$ cat src/hw/rtl/census_transform_3x3_core_assert.svh
// assertion macros for the census transform core
`ifndef CENSUS_TRANSFORM_3X3_CORE_ASSERT_SVH
`define CENSUS_TRANSFORM_3X3_CORE_ASSERT_SVH

// checked on every edge outside reset
`define CENSUS_ASSERT(name, prop) \
   name: assert property (@(posedge clock) disable iff (reset) prop) \
      else $error("census core assertion failed");

// checked on every edge, reset included
`define CENSUS_ASSERT_ALWAYS(name, prop) \
   name: assert property (@(posedge clock) prop) \
      else $error("census core assertion failed");

`endif

$ cat src/hw/rtl/census_pkg.sv
`default_nettype none

package census_pkg;

   // field widths
   localparam int PIX_W     = 8;
   localparam int COL_W     = 10;
   localparam int ROW_W     = 12;
   localparam int WID_W     = 11;
   localparam int HGT_W     = 13;
   localparam int CSR_IDX_W = 1;
   localparam int CSR_W     = 13;
   localparam int LINE_W    = 2 * PIX_W;

   // frame geometry limits
   localparam int MAX_WIDTH  = 1024;
   localparam int WIDTH_MIN  = 3;
   localparam int WIDTH_MAX  = (MAX_WIDTH < 1024) ? MAX_WIDTH : 1024;
   localparam int HEIGHT_MIN = 3;
   localparam int HEIGHT_MAX = 4096;
   localparam int WIDTH_RESET  = 640;
   localparam int HEIGHT_RESET = 480;

   // line store geometry
   localparam int LINE_DEPTH = WIDTH_MAX;
   localparam int LINE_AW    = (LINE_DEPTH > 1) ? $clog2(LINE_DEPTH) : 1;

   // result queue geometry
   localparam int FIFO_DEPTH = 4;
   localparam int FIFO_AW    = 2;
   localparam int FIFO_CW    = 3;

   // register indexes
   localparam logic [CSR_IDX_W-1:0] REG_IMAGE_WIDTH  = 1'b0;
   localparam logic [CSR_IDX_W-1:0] REG_IMAGE_HEIGHT = 1'b1;

   typedef struct packed {
      logic [ROW_W-1:0] row;
      logic [COL_W-1:0] col;
   } pos_type;

   typedef struct packed {
      logic [WID_W-1:0] width;
      logic [HGT_W-1:0] height;
   } dims_type;

   typedef struct packed {
      logic             last;
      logic [COL_W-1:0] col;
      logic [ROW_W-1:0] row;
      logic [PIX_W-1:0] code;
   } result_type;

   typedef logic [2:0][2:0][PIX_W-1:0] window_type;

   // clamp a written width to the supported range
   function automatic logic [WID_W-1:0] clamp_width(input logic [WID_W-1:0] w);
      logic [WID_W-1:0] r;
      r = w;
      if (w < WID_W'(WIDTH_MIN)) begin
         r = WID_W'(WIDTH_MIN);
      end else if (w > WID_W'(WIDTH_MAX)) begin
         r = WID_W'(WIDTH_MAX);
      end
      return r;
   endfunction

   // clamp a written height to the supported range
   function automatic logic [HGT_W-1:0] clamp_height(input logic [HGT_W-1:0] h);
      logic [HGT_W-1:0] r;
      r = h;
      if (h < HGT_W'(HEIGHT_MIN)) begin
         r = HGT_W'(HEIGHT_MIN);
      end else if (h > HGT_W'(HEIGHT_MAX)) begin
         r = HGT_W'(HEIGHT_MAX);
      end
      return r;
   endfunction

endpackage

`default_nettype wire

$ cat src/hw/rtl/census_fifo.sv
`default_nettype none

module census_fifo (
   input  wire logic                            clock,
   input  wire logic                            reset,
   input  wire logic                            wr_en,
   input  wire census_pkg::result_type          wr_data,
   input  wire logic                            rd_en,
   output logic                                 rd_valid,
   output census_pkg::result_type               rd_data,
   output logic [census_pkg::FIFO_CW-1:0]       count
);

   census_pkg::result_type           mem_ff [census_pkg::FIFO_DEPTH];
   logic [census_pkg::FIFO_AW-1:0]   wr_ptr_ff, rd_ptr_ff;
   logic [census_pkg::FIFO_CW-1:0]   count_ff, count_in;

   // occupancy after this cycle's push and pop
   always_comb begin
      count_in = count_ff;
      if (wr_en && !rd_en) begin
         count_in = count_ff + 3'd1;
      end else if (!wr_en && rd_en) begin
         count_in = count_ff - 3'd1;
      end
   end

   always_ff @(posedge clock) begin
      if (reset) begin
         wr_ptr_ff <= '0;
         rd_ptr_ff <= '0;
         count_ff  <= '0;
      end else begin
         if (wr_en) begin
            wr_ptr_ff <= wr_ptr_ff + 2'd1;
         end
         if (rd_en) begin
            rd_ptr_ff <= rd_ptr_ff + 2'd1;
         end
         count_ff <= count_in;
      end
   end

   // result storage
   always_ff @(posedge clock) begin
      if (wr_en) begin
         mem_ff[wr_ptr_ff] <= wr_data;
      end
   end

   assign rd_valid = (count_ff != '0);
   assign rd_data  = mem_ff[rd_ptr_ff];
   assign count    = count_ff;

endmodule

`default_nettype wire

$ cat config.mk
export PLATFORM = sky130hd
export DESIGN_NAME = census_fifo
export DESIGN_NICKNAME = d
export VERILOG_FILES = /design/src/hw/rtl/census_transform_3x3_core_assert.svh /design/src/hw/rtl/census_pkg.sv /design/src/hw/rtl/census_fifo.sv
export SDC_FILE = /design/constraint.sdc
export NUM_CORES = 1
export LEC_CHECK = 0
export ABC_CLOCK_PERIOD_IN_PS = 2520
export BUFFER_PORTS_ARGS = -buffer_cell sky130_fd_sc_hd__buf_2
export CORE_MARGIN = 2
export CORE_UTILIZATION = 32
export DETAILED_ROUTE_END_ITERATION = 8
export PLACE_DENSITY = 0.54
export SETUP_SLACK_MARGIN = 0.1
export SLEW_MARGIN = 20
export SYNTH_ARGS = -nofsm -noshare
export SYNTH_HDL_FRONTEND = slang
export SYNTH_SLANG_ARGS = --single-unit
$ cat constraint.sdc
create_clock -name clock -period 2.52 [get_ports clock]
set_clock_uncertainty 0.2 [all_clocks]
set_input_delay 0.63 -clock clock [delete_from_list [all_inputs] [get_ports clock]]
set_output_delay 0.63 -clock clock [all_outputs]
set_load 0.005 [all_outputs]
==> metrics.cfg <==
[power]
power_mw = 5.55
powerDensity_nw_per_um2 = 900
leakage_nw = 2.14
peakVddDrop_v = 0.000459

[yosys]
ys_ff_latch = 133
seq_area_frac_synth_pct = 79.7
synth_cell_types = 19
syn-num-nets = 245
synth_area_per_cell_um2 = 24.0
synthCells = 204
netlist_area_um2 = 4900
yosysWarnings = 0

[grt]
grt_antenna_before_repair = 0
met2_usage_pct = 18.4
grt-ovfl-total = 0
grt_max_degree = 32
grt-busiest-layer = met2
grt_use_total_pct = 11.1
gr-usage-met3_pct = 4.22
grt_pass1_wl_um = 13000
grt_pass1_vias = 2424
grt_use_met1_pct = 12.8

[floorplanning]
top_level_ports = 70
dieArea_um2 = 16300
fp-row-count = 45
die_y_um = 128
coreArea_um2 = 15100
fp.dieW_um = 128
initial_core_util_pct = 32.5

[sta]
hold_viol_final = 0
rsz0062_at_grt = yes
fmax_mhz = 402
slew_violations = 0
tightest_slew_ns = 0.277
finalSetupViolCount = 0
min_period_ns = 2.49
finalCritPeriodShare_pct = 98.7
relSlewSlack_pct = 81.5
tns_ns = 0

[setup_path]
cp.required_ns = 1.69
max_stage_delay_ns = 0.54
start_kind = flop
endpoint_kind = output port
worstPathMaxFanout = 17
path_delay_family = multiplexers
cp.buffers_inverters = 2
crit_chain = buf_12, mux4_2, buf_2
arrival_ns = 1.66
slowest_stage = mux4_2
worstSetupPathType = flop to output port

[placement]
detailed_place_hpwl_um = 5350
io_buffers = 69
gp_congestion = 0.672
place_area_um2 = 5550

[flow_run]
maxCapViolCount = 0

[routing]
drt-total-wl_um = 8400
drc = 0
firstDrtPassIters = 4
routed-via-count = 2240
ant_nets = 0
wl_per_cell_um = 16.9
vias_per_cell = 4.51
drt_iter0_drc = 110

[clock_network]
clk_pin_slew_ns = 0.06
clk_latency_ns = 0.41
cts-buffers-inserted = 17
htreeDepth = 4
root_buffer = clkbuf_16
clock_path_buffers = 2
cts_tree = done
cts_sinks = 133
holdBufCountCts = 0

[layout]
drive_above_1_share_pct = 46.9
diodes = 0
fillers = 1367
final_util_pct = 40.9
area_growth_pct = 26.0
fin_nets = 337
stdcell_area_um2 = 6170

[worst_hold_path]
hp-class = input pin to flop

[status]
outcome = completed

==> layout by cell type (no fill, tap or decap), drive strengths merged <==
master and n:
edfxtp 124, mux4 31, or3 2, o21ai 1, xor2 3, and2 4
nor2 7, clkbuf 19, fa 1, inv 5, clkinvlp 3, mux2i 2
buf 80, nand2 1, a21oi 1, xnor2 2, clkinv 5, dfxtp 9
ha 5, bufinv 4
==> cells in the mapped netlist <==
master	n	share of area (%)
edfxtp_1	124	76
xor2_1	3	0.54
a21oi_1	1	0.10
fa_1	1	0.41
clkbuf_1	1	0.077
buf_6	3	0.69
mux4_2	30	14
inv_1	4	0.31
and2_1	4	0.51
nand2_1	1	0.077
buf_2	3	0.31
xnor2_1	2	0.36
mux4_1	1	0.54
dfxtp_1	9	3.7
ha_1	5	1.3
mux2i_1	2	0.41
or3_1	2	0.26
nor2_1	7	0.54
o21ai_0	1	0.10
==> sequential cells by signal (all words and copies together) (netlist names), named ones only <==
name       flops
rd_ptr_ff      2
wr_ptr_ff      2
count          3
mem_ff       124
==> routing by layer <==
| layer | share of wire (%) | wire, µm | vias up |
|---|---|---|---|
| li1 | - | - | 1026 |
| met1 | 42 | 3510 | 1154 |
| met2 | 52 | 4360 | 51 |
| met3 | 5.1 | 429 | 9 |
| met4 | 1.1 | 90 | 0 |
| met5 | 0 | 0 | - |
==> through the flow <==
| stage | std cells | hold WS (ns) | setup slack (ns) |
|---|---|---|---|
| floorplan | 204 | 0.282 | 0.430 |
| global placement | 465 | 0.281 | 0.245 |
| detailed placement | 465 | 0.291 | 0.193 |
| CTS | 497 | 0.209 | -0.000445 |
| global route | 497 | 0.219 | -0.0331 |
| finish | 497 | 0.233 | 0.0340 |
==> logic make-up after synthesis <==
| family | after synthesis | synth area share [%] |
|---|---|---|
| flops | 133 | 79.7 |
| mux | 33 | 14.7 |
| simple gates | 14 | 1.38 |
| buf+inv | 11 | 1.38 |
| fa+ha+maj | 6 | 1.69 |
| xor+xnor | 5 | 0.894 |
| compound gates | 2 | 0.204 |
==> path summary, 6_finish.rpt <==
path	start	endpoint	slack (ns)	depth (start not counted)
max	flop	rd_data[30]	0.03	3
min reg2reg	count[2]$_SDFFE_PP0P_	count[2]$_SDFFE_PP0P_	0.30	2
min	wr_data[10]	mem_ff[2][10]$_DFFE_PP_	0.23	1
max reg2reg	count[0]$_SDFFE_PP0P_	count[2]$_SDFFE_PP0P_	0.85	4
==> layout make-up <==
class / instances / area [µm²] / share of cell area [%]
clock buffers: 19 / 433 / 7.01
clock inverters: 13 / 181 / 2.94
inverters: 4 / 15.0 / 0.243
multi-input cells: 60 / 927 / 15.0
flip-flops and latches: 133 / 3910 / 63.3
well taps: 188 / 235 / 3.81
repair buffers: 80 / 472 / 7.64
==> report_power, final <==
part	switching, mW	internal [mW]	total, mW
Clock	0.865	1.65	2.52
Combinational	0.224	0.246	0.470
Sequential	0.0337	2.53	2.57
==> what timing repair did <==
| action | 4_1_cts | 5_1_grt |
|---|---|---|
| resized for setup | 2 | 1 |
| hold endpoints to repair | 0 | 0 |
| setup endpoints to repair | 31 | 31 |
| buffers inserted | 0 | 0 |
No activity file was read; power rests on OpenSTA's default activity.
