<file path="config.mk">
export PLATFORM = sky130hd
export DESIGN_NAME = census_window
export DESIGN_NICKNAME = d
export VERILOG_FILES = /design/src/hw/rtl/census_transform_3x3_core_assert.svh /design/src/hw/rtl/census_pkg.sv /design/src/hw/rtl/census_window.sv
export SDC_FILE = /design/constraint.sdc
export NUM_CORES = 1
export LEC_CHECK = 0
export BUFFER_PORTS_ARGS = -buffer_cell sky130_fd_sc_hd__buf_2
export CAP_MARGIN = 20
export CORE_ASPECT_RATIO = 0.8
export CORE_MARGIN = 5
export CORE_UTILIZATION = 40
export CTS_CLUSTER_DIAMETER = 50
export CTS_CLUSTER_SIZE = 28
export DETAILED_ROUTE_END_ITERATION = 10
export GPL_ROUTABILITY_DRIVEN = 0
export PLACE_DENSITY = 0.72
export SETUP_SLACK_MARGIN = 0.5
export SYNTH_ARGS = -nofsm -noshare
export SYNTH_HDL_FRONTEND = slang
export SYNTH_SLANG_ARGS = --single-unit
</file>
<file path="constraint.sdc">
create_clock -name clock -period 2.1 [get_ports clock]
set_input_delay 0.105 -clock clock [delete_from_list [all_inputs] [get_ports clock]]
set_output_delay 0.105 -clock clock [all_outputs]
set_load 0.01 [all_outputs]
</file>
<file path="src/hw/rtl/census_transform_3x3_core_assert.svh">
// assertion macros for the census transform core
`ifndef CENSUS_TRANSFORM_3X3_CORE_ASSERT_SVH
`define CENSUS_TRANSFORM_3X3_CORE_ASSERT_SVH

// checked on every edge outside reset
`define CENSUS_ASSERT(name, prop) \
   name: assert property (@(posedge clock) disable iff (reset) prop) \
      else $error("census core assertion failed");

// checked on every edge, reset included
`define CENSUS_ASSERT_ALWAYS(name, prop) \
   name: assert property (@(posedge clock) prop) \
      else $error("census core assertion failed");

`endif

</file>
<file path="src/hw/rtl/census_pkg.sv">
`default_nettype none

package census_pkg;

   // field widths
   localparam int PIX_W     = 8;
   localparam int COL_W     = 10;
   localparam int ROW_W     = 12;
   localparam int WID_W     = 11;
   localparam int HGT_W     = 13;
   localparam int CSR_IDX_W = 1;
   localparam int CSR_W     = 13;
   localparam int LINE_W    = 2 * PIX_W;

   // frame geometry limits
   localparam int MAX_WIDTH  = 1024;
   localparam int WIDTH_MIN  = 3;
   localparam int WIDTH_MAX  = (MAX_WIDTH < 1024) ? MAX_WIDTH : 1024;
   localparam int HEIGHT_MIN = 3;
   localparam int HEIGHT_MAX = 4096;
   localparam int WIDTH_RESET  = 640;
   localparam int HEIGHT_RESET = 480;

   // line store geometry
   localparam int LINE_DEPTH = WIDTH_MAX;
   localparam int LINE_AW    = (LINE_DEPTH > 1) ? $clog2(LINE_DEPTH) : 1;

   // result queue geometry
   localparam int FIFO_DEPTH = 4;
   localparam int FIFO_AW    = 2;
   localparam int FIFO_CW    = 3;

   // register indexes
   localparam logic [CSR_IDX_W-1:0] REG_IMAGE_WIDTH  = 1'b0;
   localparam logic [CSR_IDX_W-1:0] REG_IMAGE_HEIGHT = 1'b1;

   typedef struct packed {
      logic [ROW_W-1:0] row;
      logic [COL_W-1:0] col;
   } pos_type;

   typedef struct packed {
      logic [WID_W-1:0] width;
      logic [HGT_W-1:0] height;
   } dims_type;

   typedef struct packed {
      logic             last;
      logic [COL_W-1:0] col;
      logic [ROW_W-1:0] row;
      logic [PIX_W-1:0] code;
   } result_type;

   typedef logic [2:0][2:0][PIX_W-1:0] window_type;

   // clamp a written width to the supported range
   function automatic logic [WID_W-1:0] clamp_width(input logic [WID_W-1:0] w);
      logic [WID_W-1:0] r;
      r = w;
      if (w < WID_W'(WIDTH_MIN)) begin
         r = WID_W'(WIDTH_MIN);
      end else if (w > WID_W'(WIDTH_MAX)) begin
         r = WID_W'(WIDTH_MAX);
      end
      return r;
   endfunction

   // clamp a written height to the supported range
   function automatic logic [HGT_W-1:0] clamp_height(input logic [HGT_W-1:0] h);
      logic [HGT_W-1:0] r;
      r = h;
      if (h < HGT_W'(HEIGHT_MIN)) begin
         r = HGT_W'(HEIGHT_MIN);
      end else if (h > HGT_W'(HEIGHT_MAX)) begin
         r = HGT_W'(HEIGHT_MAX);
      end
      return r;
   endfunction

endpackage

`default_nettype wire

</file>
<file path="src/hw/rtl/census_window.sv">
`default_nettype none

module census_window (
   input  wire logic                              clock,
   input  wire logic                              reset,
   input  wire logic                              valid,
   input  wire logic [census_pkg::PIX_W-1:0]      pix,
   input  wire logic [census_pkg::LINE_W-1:0]     entry,
   input  wire census_pkg::pos_type               pos,
   input  wire census_pkg::dims_type              dims,
   output logic      [census_pkg::LINE_W-1:0]     line_wdata,
   output logic                                   emit,
   output census_pkg::result_type                 result
);

   census_pkg::window_type       win_ff, win_in;
   logic [census_pkg::PIX_W-1:0] top_px, mid_px, ctr;

   assign top_px     = entry[census_pkg::LINE_W-1:census_pkg::PIX_W];
   assign mid_px     = entry[census_pkg::PIX_W-1:0];
   assign line_wdata = {mid_px, pix};

   // shift the window one column left, new column on the right
   always_comb begin
      for (int k = 0; k < 3; k++) begin
         win_in[k][0] = win_ff[k][1];
         win_in[k][1] = win_ff[k][2];
      end
      win_in[0][2] = top_px;
      win_in[1][2] = mid_px;
      win_in[2][2] = pix;
   end

   always_ff @(posedge clock) begin
      if (reset) begin
         win_ff <= '0;
      end else if (valid) begin
         win_ff <= win_in;
      end
   end

   // eight neighbour compares, top-left in the msb
   assign ctr = win_in[1][1];
   assign result.code = {win_in[0][0] < ctr, win_in[0][1] < ctr, win_in[0][2] < ctr,
                         win_in[1][0] < ctr, win_in[1][2] < ctr,
                         win_in[2][0] < ctr, win_in[2][1] < ctr, win_in[2][2] < ctr};

   // centre position and end of frame
   assign result.row  = pos.row - 12'd1;
   assign result.col  = pos.col - 10'd1;
   assign result.last = ({1'b0, pos.row} == dims.height - 13'd1) &&
                        ({1'b0, pos.col} == dims.width - 11'd1);

   assign emit = valid && (pos.row >= 12'd2) && (pos.col >= 10'd2);

endmodule

`default_nettype wire

</file>
==> results.py <==
metrics = {
    "routing": {
        "wl_met3_um": 585,
        "top_layer": "met4",
        "first_pass_iters": 4,
        "routed_wl_um": 11540,
        "wl_met1_um": 5264,
        "routed-wl-met2_um": 5545,
        "drcViolationCount": 0,
        "drt-vias-per-instance": 5.292,
        "vias": 3964,
        "ant_nets": 0,
        "first_iter_violations": 128,
        "routedWlPerCell_um": 15.41,
    },
    "sta": {
        "fin_crit_ns": 2.276,
        "finClkSkew_ns": 0.003500,
        "finalSetupTns_ns": -0.1881,
        "hold_viol_final": 0,
        "worst_pin_slew_ns": 0.8881,
        "fin_ws_ns": -0.1762,
        "slew_headroom": 0.4079,
        "clock.fmax_mhz": 439.3,
        "setup_viol": 2,
        "rsz0062_at_grt": "yes",
        "period_share": 1.084,
        "slew_violations": 0,
    },
    "die": {
        "die_x_um": 125.0,
        "start_util": 0.4113,
        "num_rows": 33,
        "die_y_um": 102.0,
        "die-area_mm2": 0.01274,
        "io_pins": 121,
        "core_area_mm2": 0.01028,
    },
    "final_layout": {
        "multi_input_area_mm2": 0.003281,
        "post_route_cells_drive_above_1_share": 0.3383,
        "seq_area_um2": 967.2,
        "area_growth_pct": 31.01,
        "layout_commonest_cell": "buf_2",
        "nets": 743,
        "antenna_cells": 0,
        "final_cell_mix": "buf_2, nor2_1, ha_1",
        "fillCellCount": 927,
    },
    "pwr": {
        "power.leakage_nw": 2.610,
        "total_power_mw": 2.696,
        "clockPowerShare": 0.296,
        "p_switching_uw": 843.7,
        "sequentialPowerShare": 0.369,
        "peakVddDrop_mv": 0.3819,
        "p_sw_frac": 0.3129,
        "p_per_area_mw_per_mm2": 486.7,
        "combPwrFrac": 0.335,
        "intPower_mw": 1.853,
    },
    "grt": {
        "grt_pass1_wl_um": 19130,
        "grt_start_max_net_pins": 49,
        "antenna_found_initial": 0,
        "first_global_vias": 3974,
        "overflow": 0,
        "track_usage": 0.1771,
    },
    "setup_path": {
        "cp-end-kind": "output port",
        "cp.arrival_ns": 2.17,
        "cp_top_family": "simple AND/OR/NAND/NOR gates",
        "crit_fanout": 4,
        "r2r_slack_ns": 1.27,
        "crit_buf_inv": 2,
        "path_cells": "buf_2, or4_4, nor4_4, xnor2_1, a2111oi_4, nand4_1, a2111oi_4, buf_2",
        "cp_slowest_cell": "or4_4",
        "startpoint_type": "input port",
        "critPathKind": "in2out",
        "critical-path-max-stage-delay_ns": 0.61,
        "worstPathRequired_ns": 2.00,
    },
    "placement": {
        "hpwl_um": 8967,
        "io_buffers": 120,
    },
    "cts": {
        "numCtsBuffers": 5,
        "clk_transition_reported_paths_ns": 0.06,
        "cts_htree_levels": 2,
        "hold_buffers": 0,
        "cts_tree": "yes",
        "cts_buffer_depth": 2,
        "cts_root_buf": "clkbuf_16",
        "cts.sinks": 48,
        "clock_latency_ns": 0.28,
    },
    "run": {
        "maxCapViolCount": 0,
    },
    "logic_synthesis": {
        "synth_area_per_cell_um2": 8.684,
        "async_flop_share": 0,
        "syn_inst": 487,
        "syn_area_mm2": 0.004229,
        "seq_area_frac_synth": 0.2272,
        "yosys_warnings": 0,
        "synth_cell_types": 45,
        "syn-num-nets": 622,
        "synth-seq-cells": 48,
        "ys.flop_type": "dfxtp_1",
        "synth_edf_count": 0,
    },
    "run_status": {
        "status": "complete, but fails checks",
        "failed_checks": "setup timing",
    },
    "worst_hold_path": {
        "min_path_type": "in2reg",
    },
}
[through the flow]
step	setup slack, ns	utilization	instance area, um2	std cells	hold slack (ns)
6_report	-0.1762	0.5389	5540	749	0.07438
5_1_grt	-0.2793	0.5389	5540	749	0.08247
4_1_cts	-0.1373	0.5346	5497	748	0.07475
3_5_place_dp	-0.3252	0.4949	5089	737	0.3730
3_3_place_gp	-0.2706	0.4949	5089	737	0.3614
2_1_floorplan	0.08915	-	4314	487	0.2521
[repair_timing]
action,in CTS,in global routing
endpoints found under the hold margin,0,0
gates resized for setup,41,8
pin swaps,36,7
setup endpoints to repair,12,12
gates cloned,0,0
buffers inserted,3,1
[worst register-to-register path: cells and delay by family (launching register included)]
kind | cells | cell delay (ns)
AND/OR/NAND/NOR | 1 | 0.06
multiplexers | 1 | 0.12
flip-flops | 1 | 0.36
buffers and inverters | 1 | 0.13
[flip-flops by register name, indices dropped and copies added (netlist names)]
name    flops
ctr         8
win_ff     40
[power by group through the flow]
| stage | sequential [mW] | clock (mW) | combinational (mW) |
|---|---|---|---|
| after floorplan | 0.998 | 0 | 0.534 |
| after global placement | 1.01 | 0 | 0.805 |
| after detailed placement | 1.01 | 0 | 0.835 |
| after CTS | 0.992 | 0.817 | 0.900 |
| after global routing | 0.999 | 0.852 | 1.00 |
| final | 0.994 | 0.798 | 0.905 |
[worst paths after layout]
kind                 to  cells past startpoint       from
max          result[30]                      8    dims[3]
min          win_ff[16]                      3   entry[8]
max reg2reg  win_ff[33]                      3     ctr[1]
min reg2reg   win_ff[8]                      2  win_ff[8]
[area by class of cell]
class,count,share of cell area
Inverter,21,0.02010
Clock buffer,8,0.02642
Sequential cell,48,0.1746
Tap cell,140,0.03162
Multi-Input combinational cell,381,0.5921
Timing Repair Buffer,151,0.1551
[kinds of logic after synthesis]
group	count (synthesis)	synth area share
muxes	48	0.1136
AOI/OAI and AO/OA	86	0.1438
buffers and inverters	58	0.06953
DFF	48	0.2272
xor gates and xnor gates	50	0.1036
adders and majority gates	62	0.1834
and+or+nand+nor	135	0.1589
[synthesized netlist by cell type, types with 2 or more instances]
cell / instances / area, um2
xnor2_1: 26 / 227.7
nor2_1: 60 / 225.2
and3_1: 2 / 12.51
or3_1: 2 / 12.51
nor3b_1: 2 / 15.01
nand2_1: 13 / 48.80
nand2b_1: 9 / 56.30
nor4_1: 8 / 50.05
buf_6: 2 / 22.52
clkbuf_1: 14 / 52.55
a22oi_1: 2 / 15.01
inv_1: 21 / 78.83
ha_1: 62 / 775.7
a211oi_1: 9 / 67.56
nor3_1: 17 / 85.08
xor2_1: 24 / 210.2
a21o_1: 24 / 180.2
mux2i_1: 48 / 480.5
nor4_2: 2 / 25.02
nor2b_1: 3 / 18.77
nand3b_1: 2 / 15.01
nand4_1: 4 / 25.02
a21oi_1: 7 / 35.03
o22ai_1: 2 / 12.51
buf_1: 4 / 15.01
o21ai_0: 14 / 70.07
o21bai_1: 10 / 75.07
buf_4: 16 / 120.1
a31oi_1: 12 / 75.07
dfxtp_1: 48 / 960.9
nand3_1: 3 / 15.01
or4_1: 2 / 15.01
[metal layers]
metal	up-vias	track usage
met5	-	0
met4	0	0.03750
met3	15	0.03292
met2	106	0.3152
met1	1882	0.2270
li1	1961	-
No activity file was read; power rests on OpenSTA's default activity.
