**src/hw/rtl/census_transform_3x3_core_assert.svh**
```systemverilog
// assertion macros for the census transform core
`ifndef CENSUS_TRANSFORM_3X3_CORE_ASSERT_SVH
`define CENSUS_TRANSFORM_3X3_CORE_ASSERT_SVH

// checked on every edge outside reset
`define CENSUS_ASSERT(name, prop) \
   name: assert property (@(posedge clock) disable iff (reset) prop) \
      else $error("census core assertion failed");

// checked on every edge, reset included
`define CENSUS_ASSERT_ALWAYS(name, prop) \
   name: assert property (@(posedge clock) prop) \
      else $error("census core assertion failed");

`endif

```
**src/hw/rtl/census_pkg.sv**
```systemverilog
`default_nettype none

package census_pkg;

   // field widths
   localparam int PIX_W     = 8;
   localparam int COL_W     = 10;
   localparam int ROW_W     = 12;
   localparam int WID_W     = 11;
   localparam int HGT_W     = 13;
   localparam int CSR_IDX_W = 1;
   localparam int CSR_W     = 13;
   localparam int LINE_W    = 2 * PIX_W;

   // frame geometry limits
   localparam int MAX_WIDTH  = 1024;
   localparam int WIDTH_MIN  = 3;
   localparam int WIDTH_MAX  = (MAX_WIDTH < 1024) ? MAX_WIDTH : 1024;
   localparam int HEIGHT_MIN = 3;
   localparam int HEIGHT_MAX = 4096;
   localparam int WIDTH_RESET  = 640;
   localparam int HEIGHT_RESET = 480;

   // line store geometry
   localparam int LINE_DEPTH = WIDTH_MAX;
   localparam int LINE_AW    = (LINE_DEPTH > 1) ? $clog2(LINE_DEPTH) : 1;

   // result queue geometry
   localparam int FIFO_DEPTH = 4;
   localparam int FIFO_AW    = 2;
   localparam int FIFO_CW    = 3;

   // register indexes
   localparam logic [CSR_IDX_W-1:0] REG_IMAGE_WIDTH  = 1'b0;
   localparam logic [CSR_IDX_W-1:0] REG_IMAGE_HEIGHT = 1'b1;

   typedef struct packed {
      logic [ROW_W-1:0] row;
      logic [COL_W-1:0] col;
   } pos_type;

   typedef struct packed {
      logic [WID_W-1:0] width;
      logic [HGT_W-1:0] height;
   } dims_type;

   typedef struct packed {
      logic             last;
      logic [COL_W-1:0] col;
      logic [ROW_W-1:0] row;
      logic [PIX_W-1:0] code;
   } result_type;

   typedef logic [2:0][2:0][PIX_W-1:0] window_type;

   // clamp a written width to the supported range
   function automatic logic [WID_W-1:0] clamp_width(input logic [WID_W-1:0] w);
      logic [WID_W-1:0] r;
      r = w;
      if (w < WID_W'(WIDTH_MIN)) begin
         r = WID_W'(WIDTH_MIN);
      end else if (w > WID_W'(WIDTH_MAX)) begin
         r = WID_W'(WIDTH_MAX);
      end
      return r;
   endfunction

   // clamp a written height to the supported range
   function automatic logic [HGT_W-1:0] clamp_height(input logic [HGT_W-1:0] h);
      logic [HGT_W-1:0] r;
      r = h;
      if (h < HGT_W'(HEIGHT_MIN)) begin
         r = HGT_W'(HEIGHT_MIN);
      end else if (h > HGT_W'(HEIGHT_MAX)) begin
         r = HGT_W'(HEIGHT_MAX);
      end
      return r;
   endfunction

endpackage

`default_nettype wire

```
**src/hw/rtl/census_pos.sv**
```systemverilog
`default_nettype none

module census_pos (
   input  wire logic                                clock,
   input  wire logic                                reset,
   input  wire logic                                csr_we,
   input  wire logic [census_pkg::CSR_IDX_W-1:0]    csr_idx,
   input  wire logic [census_pkg::CSR_W-1:0]        csr_wdata,
   input  wire logic                                accept,
   input  wire logic                                frame_start,
   output census_pkg::pos_type                      cur_pos,
   output census_pkg::dims_type                     dims
);

   logic [census_pkg::WID_W-1:0] width_ff;
   logic [census_pkg::HGT_W-1:0] height_ff;
   logic [census_pkg::COL_W-1:0] col_ff, col_in;
   logic [census_pkg::ROW_W-1:0] row_ff, row_in;

   logic [census_pkg::COL_W-1:0] start_col, cur_col;
   logic [census_pkg::ROW_W-1:0] start_row, cur_row;
   logic                         line_wrap;
   logic [census_pkg::HGT_W-1:0] wrap_row;
   logic [census_pkg::WID_W-1:0] col_inc;
   logic [census_pkg::HGT_W-1:0] row_inc;

   // configuration registers, stored already clamped
   always_ff @(posedge clock) begin
      if (reset) begin
         width_ff  <= census_pkg::WID_W'(census_pkg::WIDTH_RESET);
         height_ff <= census_pkg::HGT_W'(census_pkg::HEIGHT_RESET);
      end else if (csr_we) begin
         if (csr_idx == census_pkg::REG_IMAGE_WIDTH) begin
            width_ff <= census_pkg::clamp_width(csr_wdata[census_pkg::WID_W-1:0]);
         end else begin
            height_ff <= census_pkg::clamp_height(csr_wdata);
         end
      end
   end

   // position of the incoming pixel
   always_comb begin
      start_col = frame_start ? '0 : col_ff;
      start_row = frame_start ? '0 : row_ff;
      line_wrap = {1'b0, start_col} >= width_ff;
      wrap_row  = {1'b0, start_row} + (line_wrap ? 13'd1 : 13'd0);
      cur_col   = line_wrap ? '0 : start_col;
      cur_row   = (wrap_row >= height_ff) ? '0 : wrap_row[census_pkg::ROW_W-1:0];
   end

   // position of the pixel after it
   always_comb begin
      col_inc = {1'b0, cur_col} + 11'd1;
      row_inc = {1'b0, cur_row} + 13'd1;
      if (col_inc >= width_ff) begin
         col_in = '0;
         row_in = (row_inc >= height_ff) ? '0 : row_inc[census_pkg::ROW_W-1:0];
      end else begin
         col_in = col_inc[census_pkg::COL_W-1:0];
         row_in = cur_row;
      end
   end

   always_ff @(posedge clock) begin
      if (reset) begin
         col_ff <= '0;
         row_ff <= '0;
      end else if (accept) begin
         col_ff <= col_in;
         row_ff <= row_in;
      end
   end

   assign cur_pos.col = cur_col;
   assign cur_pos.row = cur_row;
   assign dims.width  = width_ff;
   assign dims.height = height_ff;

endmodule

`default_nettype wire

```
**config.mk**
```make
export PLATFORM = sky130hd
export DESIGN_NAME = census_pos
export DESIGN_NICKNAME = d
export VERILOG_FILES = /design/src/hw/rtl/census_transform_3x3_core_assert.svh /design/src/hw/rtl/census_pkg.sv /design/src/hw/rtl/census_pos.sv
export SDC_FILE = /design/constraint.sdc
export NUM_CORES = 1
export LEC_CHECK = 0
export ABC_CLOCK_PERIOD_IN_PS = 7100
export BUFFER_PORTS_ARGS = -buffer_cell sky130_fd_sc_hd__buf_2
export CAP_MARGIN = 0
export CORE_MARGIN = 3
export CORE_UTILIZATION = 52
export DETAILED_ROUTE_END_ITERATION = 8
export PLACE_DENSITY = 0.77
export SETUP_SLACK_MARGIN = 0.3
export SLEW_MARGIN = 0
export SYNTH_ARGS = -nofsm -noshare
export SYNTH_HDL_FRONTEND = slang
export SYNTH_SLANG_ARGS = --single-unit
```
**constraint.sdc**
```tcl
create_clock -name clock -period 7.1 [get_ports clock]
set_input_delay 0 -clock clock [delete_from_list [all_inputs] [get_ports clock]]
set_output_delay 0 -clock clock [all_outputs]
set_load 0.03 [all_outputs]
```
==> metrics.cfg, run 1 <==
[synthesis]
synthAdderAreaFrac = 0.156
synth.net_count = 609
synth-edff-count = 0
synth_top_family_by_area = simple AND/OR/NAND/NOR gates
syn_area_per_cell_sq_um = 7.58
muxShareOfSynthArea = 0.00765
yosys_register_bits = 46
synth_top_flop_cell = dfxtp_1
yosysSeqAreaShare = 0.225
synthXorXnorAreaFrac = 0.0493
synthSimpleGateAreaFrac = 0.296
synth_area_sq_um = 4090
ys_warn_count = 0
synthArstFlopShare = 0
yosysUniqueCellTypes = 67
synthCells = 539
synth_compound_area_frac = 0.207

[detailed_routing]
vias_per_cell = 6.32
ant_nets = 0
drt_first_pass_iters = 7
drtIter0Drc = 518
vias = 4610
routed_wl_um = 13700
wire_per_inst_um = 18.9
drcViolationCount = 0

[timing]
min_period_ns = 6.78
slew_violations = 0
tns_ns = 0
fin_crit_sh = 0.955
fmax_ghz = 0.147
finalHoldViolations = 0
grt_setup_unrepaired = false
skew_ns = 0.0130
tightestPinTransition_ns = 1.05
slew_headroom = 0.298
setup_viol = 0

[place]
io_buffers = 64
place_congestion = 0.952
dp_hpwl_um = 9620
dp_cells = 689

[power]
total_power_mw = 0.640
worst_ir_drop_vdd_mv = 0.0985
p_leak_nw = 2.30
pwr_density_cell_nw_per_um2 = 122

[worst_hold_path]
hp-class = primary input to flip-flop
whs_path_depth = 3
min_to = height_ff[3]
hold_start = csr_wdata[3]

[global_route]
grt_pass1_vias = 4215
grt_max_degree = 44
antenna_found_initial = 0
grt_usage = 0.289
grt_pass1_wl_um = 20700
overflow = 0

[floorplanning]
die_h_um = 94.7
die_area_sq_um = 8960
coreArea_sq_um = 7450
die_x_um = 94.7
num_rows = 31
io_pins = 65
start_util = 0.549

[critical_path]
crit_type = flip-flop to flip-flop
rr_endpoint = row_ff[10]
startpoint_type = flip-flop
rr_worst_depth = 31
r2r_slack_ns = 0.32
endpoint_kind = flip-flop
cpPeakStageDelay_ns = 0.50
path_max_fanout = 8
arrival_ns = 7.01
rr_startpoint = col_ff[6]
startpoint = col_ff[6]
cpMaxStageDelayCell = or4_1
worstPathRequired_ns = 7.33
worst_path_most_repeated_cell = ha_1

[clock_network]
htree_levels = 2
cts_tree = yes
clk_latency_ns = 0.32
cts_buffers = 5
cts.clk_slew.worst_paths_ns = 0.09
clockRootBuffer = clkbuf_8
cts_buffer_depth = 2
cts_sinks = 46

[final_layout]
final_nets = 699
final_cell_mix = 65 x nor2_1, 64 x buf_2, 44 x ha_1
fillCellCount = 586
stdcell_count = 729
final_common_cell = nor2_1
insertedDiodeCount = 0
layout-drive-gt1-share = 0.278
area_growth_syn_to_layout_pct = 28.2

[status]
status = completed

[job]
drv_cap = 0

[flip-flops by register name, summed over array words and instances (netlist names)]
| name | cells |
|---|---|
| row_ff | 12 |
| height_ff | 13 |
| width_ff | 11 |
| col_ff | 10 |
[synthesized netlist by cell type (all sizes together), types with 2 or more instances]
| master | instances | area share |
|---|---|---|
| a21oi | 36 | 0.045 |
| o21ai | 18 | 0.022 |
| o211ai | 4 | 0.0073 |
| and2 | 12 | 0.018 |
| nand3 | 19 | 0.026 |
| a221o | 5 | 0.012 |
| xnor2 | 15 | 0.032 |
| nand2 | 38 | 0.035 |
| a211oi | 10 | 0.020 |
| nor3b | 4 | 0.0073 |
| o311ai | 5 | 0.011 |
| inv | 37 | 0.034 |
| o31ai | 4 | 0.0073 |
| a2111oi | 3 | 0.0067 |
| nor2 | 68 | 0.062 |
| and3 | 6 | 0.0092 |
| xor2 | 8 | 0.017 |
| ha | 51 | 0.16 |
| or2 | 4 | 0.0061 |
| buf | 5 | 0.0061 |
| and4b | 2 | 0.0049 |
| dfxtp | 46 | 0.23 |
| a22oi | 15 | 0.028 |
| clkbuf | 20 | 0.018 |
| o21a | 3 | 0.0055 |
| mux2i | 2 | 0.0049 |
| nor2b | 17 | 0.026 |
| nor4 | 5 | 0.0092 |
| o2bb2ai | 2 | 0.0043 |
| nor3 | 14 | 0.017 |
| nand2b | 14 | 0.021 |
| a21o | 2 | 0.0037 |
| or3 | 3 | 0.0058 |
| or4 | 6 | 0.012 |
| nand4b | 3 | 0.0080 |
| a31oi | 8 | 0.012 |
| nand4 | 8 | 0.014 |
[timing repair]
item                                    4_1_cts  5_1_grt
endpoints found under the hold margin        10        0
setup buffers                                 5       19
endpoints found under the setup margin       11       12
hold buffers                                  8        0
pin swaps                                     4       24
resized for setup                            17       44
[kinds of logic after synthesis]
kind of cell / Yosys count
buf+inv: 62
fa+ha+maj: 51
mux: 3
xor+xnor: 23
compound gates: 125
simple gates: 229
flops: 46
[final cells by class]
type                       instances  area (sq um)  share of cell area
sequential                        46           933               0.178
tap                               99           124              0.0236
clock inverter                     3          25.0             0.00478
clock buffer                       5          68.8              0.0131
inverter                          37           139              0.0265
multi-input combinational        431          3270               0.624
timing repair buffer             108           678               0.129
[worst max-delay path, delay by kind of cell (launching register included)]
family	cells	cell delay, ns
compound gates	9	1.54
xor+xnor	1	0.18
fa+ha+maj	5	1.20
buf+inv	1	0.11
flops	1	0.35
simple gates	15	3.32
[report_power, final]
group,switching (mW),internal [mW]
clock,0.102,0.0713
sequential,0.0135,0.268
combinational,0.114,0.0716
total,0.229,0.411
[how the worst max path moves through the flow]
stage / slack, ns / cells after the start / endpoint
floorplan: 0.32 / 37 / row_ff[10]
global placement: 0.39 / 31 / row_ff[8]
detailed placement: 0.04 / 35 / row_ff[8]
CTS: 0.32 / 32 / row_ff[8]
global route: 0.11 / 32 / row_ff[10]
finish: 0.32 / 31 / row_ff[10]
[metal layers]
metal | track usage | vias up | share of wire
met2 | 0.469 | 289 | 0.46
li1 | - | 2129 | -
met1 | 0.391 | 2124 | 0.42
met4 | 0.0889 | 0 | 0.038
met5 | 0 | - | 0
met3 | 0.0502 | 68 | 0.088
[metrics by stage]
stage	hold WS [ns]	cell area, sq um	util	worst slack, ns
floorplan	0.139	4220	-	0.315
global placement	0.271	4600	0.617	0.391
detailed placement	0.272	4600	0.617	0.0393
CTS	0.00715	4870	0.655	0.316
global route	0.0299	5240	0.703	0.105
finish	0.0195	5240	0.703	0.319
Note: power is estimated with default switching activity, not from simulation.
==> run 2: changes to the inputs <==
Settings changed: CORE_UTILIZATION 52 to 54, CTS_BUF_LIST set to sky130_fd_sc_hd__clkbuf_4, HOLD_SLACK_MARGIN set to 0.06, PLACE_DENSITY 0.77 to 0.8.
==> metrics.cfg, run 2 (synthesis gave the netlist of run 1 again) <==
[detailed_routing]
vias = 4670  ; was 4610
drtIter0Drc = 601  ; was 518
ant_nets = 0  ; unchanged
routed_wl_um = 13500  ; was 13700 um
drt_first_pass_iters = 6  ; was 7
drcViolationCount = 0  ; unchanged
vias_per_cell = 6.43  ; was 6.32
wire_per_inst_um = 18.6  ; was 18.9 um

[timing]
slew_headroom = 0.305  ; was 0.298
worst_slack_ns = 0.431  ; was 0.319 ns
skew_ns = 0.0235  ; was 0.0130 ns
fin_crit_sh = 0.939  ; was 0.955
setup_viol = 0  ; unchanged
min_period_ns = 6.67  ; was 6.78 ns
grt_setup_unrepaired = false  ; unchanged
fmax_ghz = 0.150  ; was 0.147 GHz
tightestPinTransition_ns = 1.03  ; was 1.05 ns
finalHoldViolations = 0  ; unchanged
holdWs_ns = 0.0678  ; was 0.0195 ns
slew_violations = 0  ; unchanged

[global_route]
grt_max_degree = 44  ; unchanged
grt_pass1_vias = 4129  ; was 4215
grt_pass1_wl_um = 19800  ; was 20700 um
antenna_found_initial = 0  ; unchanged
overflow = 0  ; unchanged
grt_usage = 0.281  ; was 0.289

[critical_path]
crit_buf_inv = 2  ; was 1
path_max_fanout = 14  ; was 8
worstPathRequired_ns = 7.39  ; was 7.33 ns
rr_worst_depth = 29  ; was 31
arrival_ns = 6.96  ; was 7.01 ns
r2r_slack_ns = 0.43  ; was 0.32 ns
rr_endpoint = row_ff[10]  ; unchanged
endpoint_kind = flip-flop  ; unchanged
startpoint_type = flip-flop  ; unchanged
rr_startpoint = col_ff[1]  ; was col_ff[6]
cpMaxStageDelayCell = nor3_1  ; was or4_1
crit_type = flip-flop to flip-flop  ; unchanged
cpPeakStageDelay_ns = 0.53  ; was 0.50 ns
critPathTopFamily = simple AND/OR/NAND/NOR gates  ; unchanged
startpoint = col_ff[1]  ; was col_ff[6]

[power]
pwr_density_cell_nw_per_um2 = 113  ; was 122 nW/um^2
p_leak_nw = 2.27  ; was 2.30 nW
worst_ir_drop_vdd_mv = 0.104  ; was 0.0985 mV

[clock_network]
cts_tree = yes  ; unchanged
htree_levels = 2  ; unchanged
cts_buffers = 5  ; unchanged
cts_sinks = 46  ; unchanged
clk_latency_ns = 0.37  ; was 0.32 ns
cts_buffer_depth = 2  ; unchanged
clockRootBuffer = clkbuf_4  ; was clkbuf_8
cts.clk_slew.worst_paths_ns = 0.15  ; was 0.09 ns

[final_layout]
top_register = height_ff  ; unchanged
final_cell_mix = 65 x nor2_1, 64 x buf_2, 43 x ha_1  ; was 65 x nor2_1, 64 x buf_2, 44 x ha_1
fillCellCount = 543  ; was 586
layout-drive-gt1-share = 0.270  ; was 0.278
largest_reg_flops = 13  ; unchanged
multi_input_area_sq_um = 3300  ; was 3270 sq um
area_growth_syn_to_layout_pct = 27.6  ; was 28.2%
reg_top3 = height_ff: 13 flops, row_ff: 12 flops, width_ff: 11 flops  ; unchanged
insertedDiodeCount = 0  ; unchanged
final_nets = 696  ; was 699
final_common_cell = nor2_1  ; unchanged
final-seq-area_sq_um = 936  ; was 933 sq um

[floorplanning]
start_util = 0.560  ; was 0.549
die_x_um = 93.0  ; was 94.7 um
die_h_um = 93.0  ; was 94.7 um
die_area_sq_um = 8650  ; was 8960 sq um
num_rows = 31  ; unchanged
coreArea_sq_um = 7290  ; was 7450 sq um
io_pins = 65  ; unchanged

[status]
status = completed  ; unchanged

[worst_hold_path]
min_to = height_ff[11]  ; was height_ff[3]
hold_start = csr_wdata[11]  ; was csr_wdata[3]
whs_path_depth = 4  ; was 3
hp-class = primary input to flip-flop  ; unchanged

[place]
dp_hpwl_um = 9300  ; was 9620 um
pre_cts_ws_ns = -0.123  ; was 0.0393 ns
place_congestion = 1.11  ; was 0.952
io_buffers = 64  ; unchanged

[job]
drv_cap = 0  ; unchanged

[run 2: cell count changes in the layout (fill, tap and decap cells not counted), moves of 2 or more]
cell,previous run,this run
a21oi_1,30,32
dlygate4sd3_1,8,13
a21oi_2,5,3
clkbuf_8,5,0
buf_4,34,28
xnor2_1,15,13
buf_6,2,0
nand2_2,0,2
xnor2_2,0,2
clkbuf_4,0,5
[run 2: worst reg2reg max path: cells and delay by family, from the launching register on]
kind	cells	cell delay, ns
flip-flops	1	0.37
buffers and inverters	2	0.38
XOR/XNOR	2	0.68
adder cells (fa/ha/maj)	4	1.04
AND/OR/NAND/NOR	12	2.51
AO/OA/AOI/OAI	9	1.64
[run 2: layer usage]
metal / share of wire / GRT usage / vias up / wire [um]
li1: - / - / 2124 / -
met3: 0.094 / 0.0354 / 72 / 1270
met1: 0.41 / 0.386 / 2151 / 5520
met4: 0.049 / 0.109 / 0 / 657
met2: 0.45 / 0.447 / 323 / 6060
met5: 0 / 0 / - / 0
[run 2: worst max-delay path by stage]
stage	end	depth (start not counted)	slack, ns
global placement	row_ff[0]	29	0.12
detailed placement	row_ff[0]	29	-0.12
CTS	row_ff[0]	31	0.36
finish	row_ff[10]	29	0.43
global route	row_ff[10]	29	0.20
floorplan	row_ff[10]	37	0.32
[run 2: power by group]
group | internal (mW) | leakage [nW] | total [mW] | switching, mW
clock | 0.0371 | 0.0286 | 0.130 | 0.0924
combinational | 0.0674 | 1.86 | 0.179 | 0.112
sequential | 0.268 | 0.379 | 0.282 | 0.0135
total | 0.373 | 2.27 | 0.590 | 0.218
[run 2: repair_timing]
action,in CTS,in global routing
gates resized for setup,5,58
pin swaps,3,26
buffers inserted,2,15
setup endpoints to repair,10,12
hold buffers,13,0
hold endpoints to repair,22,0
[run 2: stage by stage]
step / util / cell area (sq um) / cells / setup TNS, ns / power, mW
2_1_floorplan: - / 4220 / 539 / 0 / 0.393
3_3_place_gp: 0.629 / 4590 / 688 / 0 / 0.431
3_5_place_dp: 0.629 / 4590 / 688 / -0.123 / 0.436
4_1_cts: 0.658 / 4800 / 711 / 0 / 0.566
5_1_grt: 0.715 / 5220 / 726 / 0 / 0.617
6_report: 0.715 / 5220 / 726 / 0 / 0.590
[run 2: layout make-up]
| cell class | count | area share |
|---|---|---|
| inverter | 37 | 0.0266 |
| clock buffer | 5 | 0.00720 |
| tap | 99 | 0.0238 |
| timing repair buffer | 105 | 0.127 |
| clock inverter | 3 | 0.00312 |
| multi-input combinational | 431 | 0.633 |
| sequential | 46 | 0.179 |
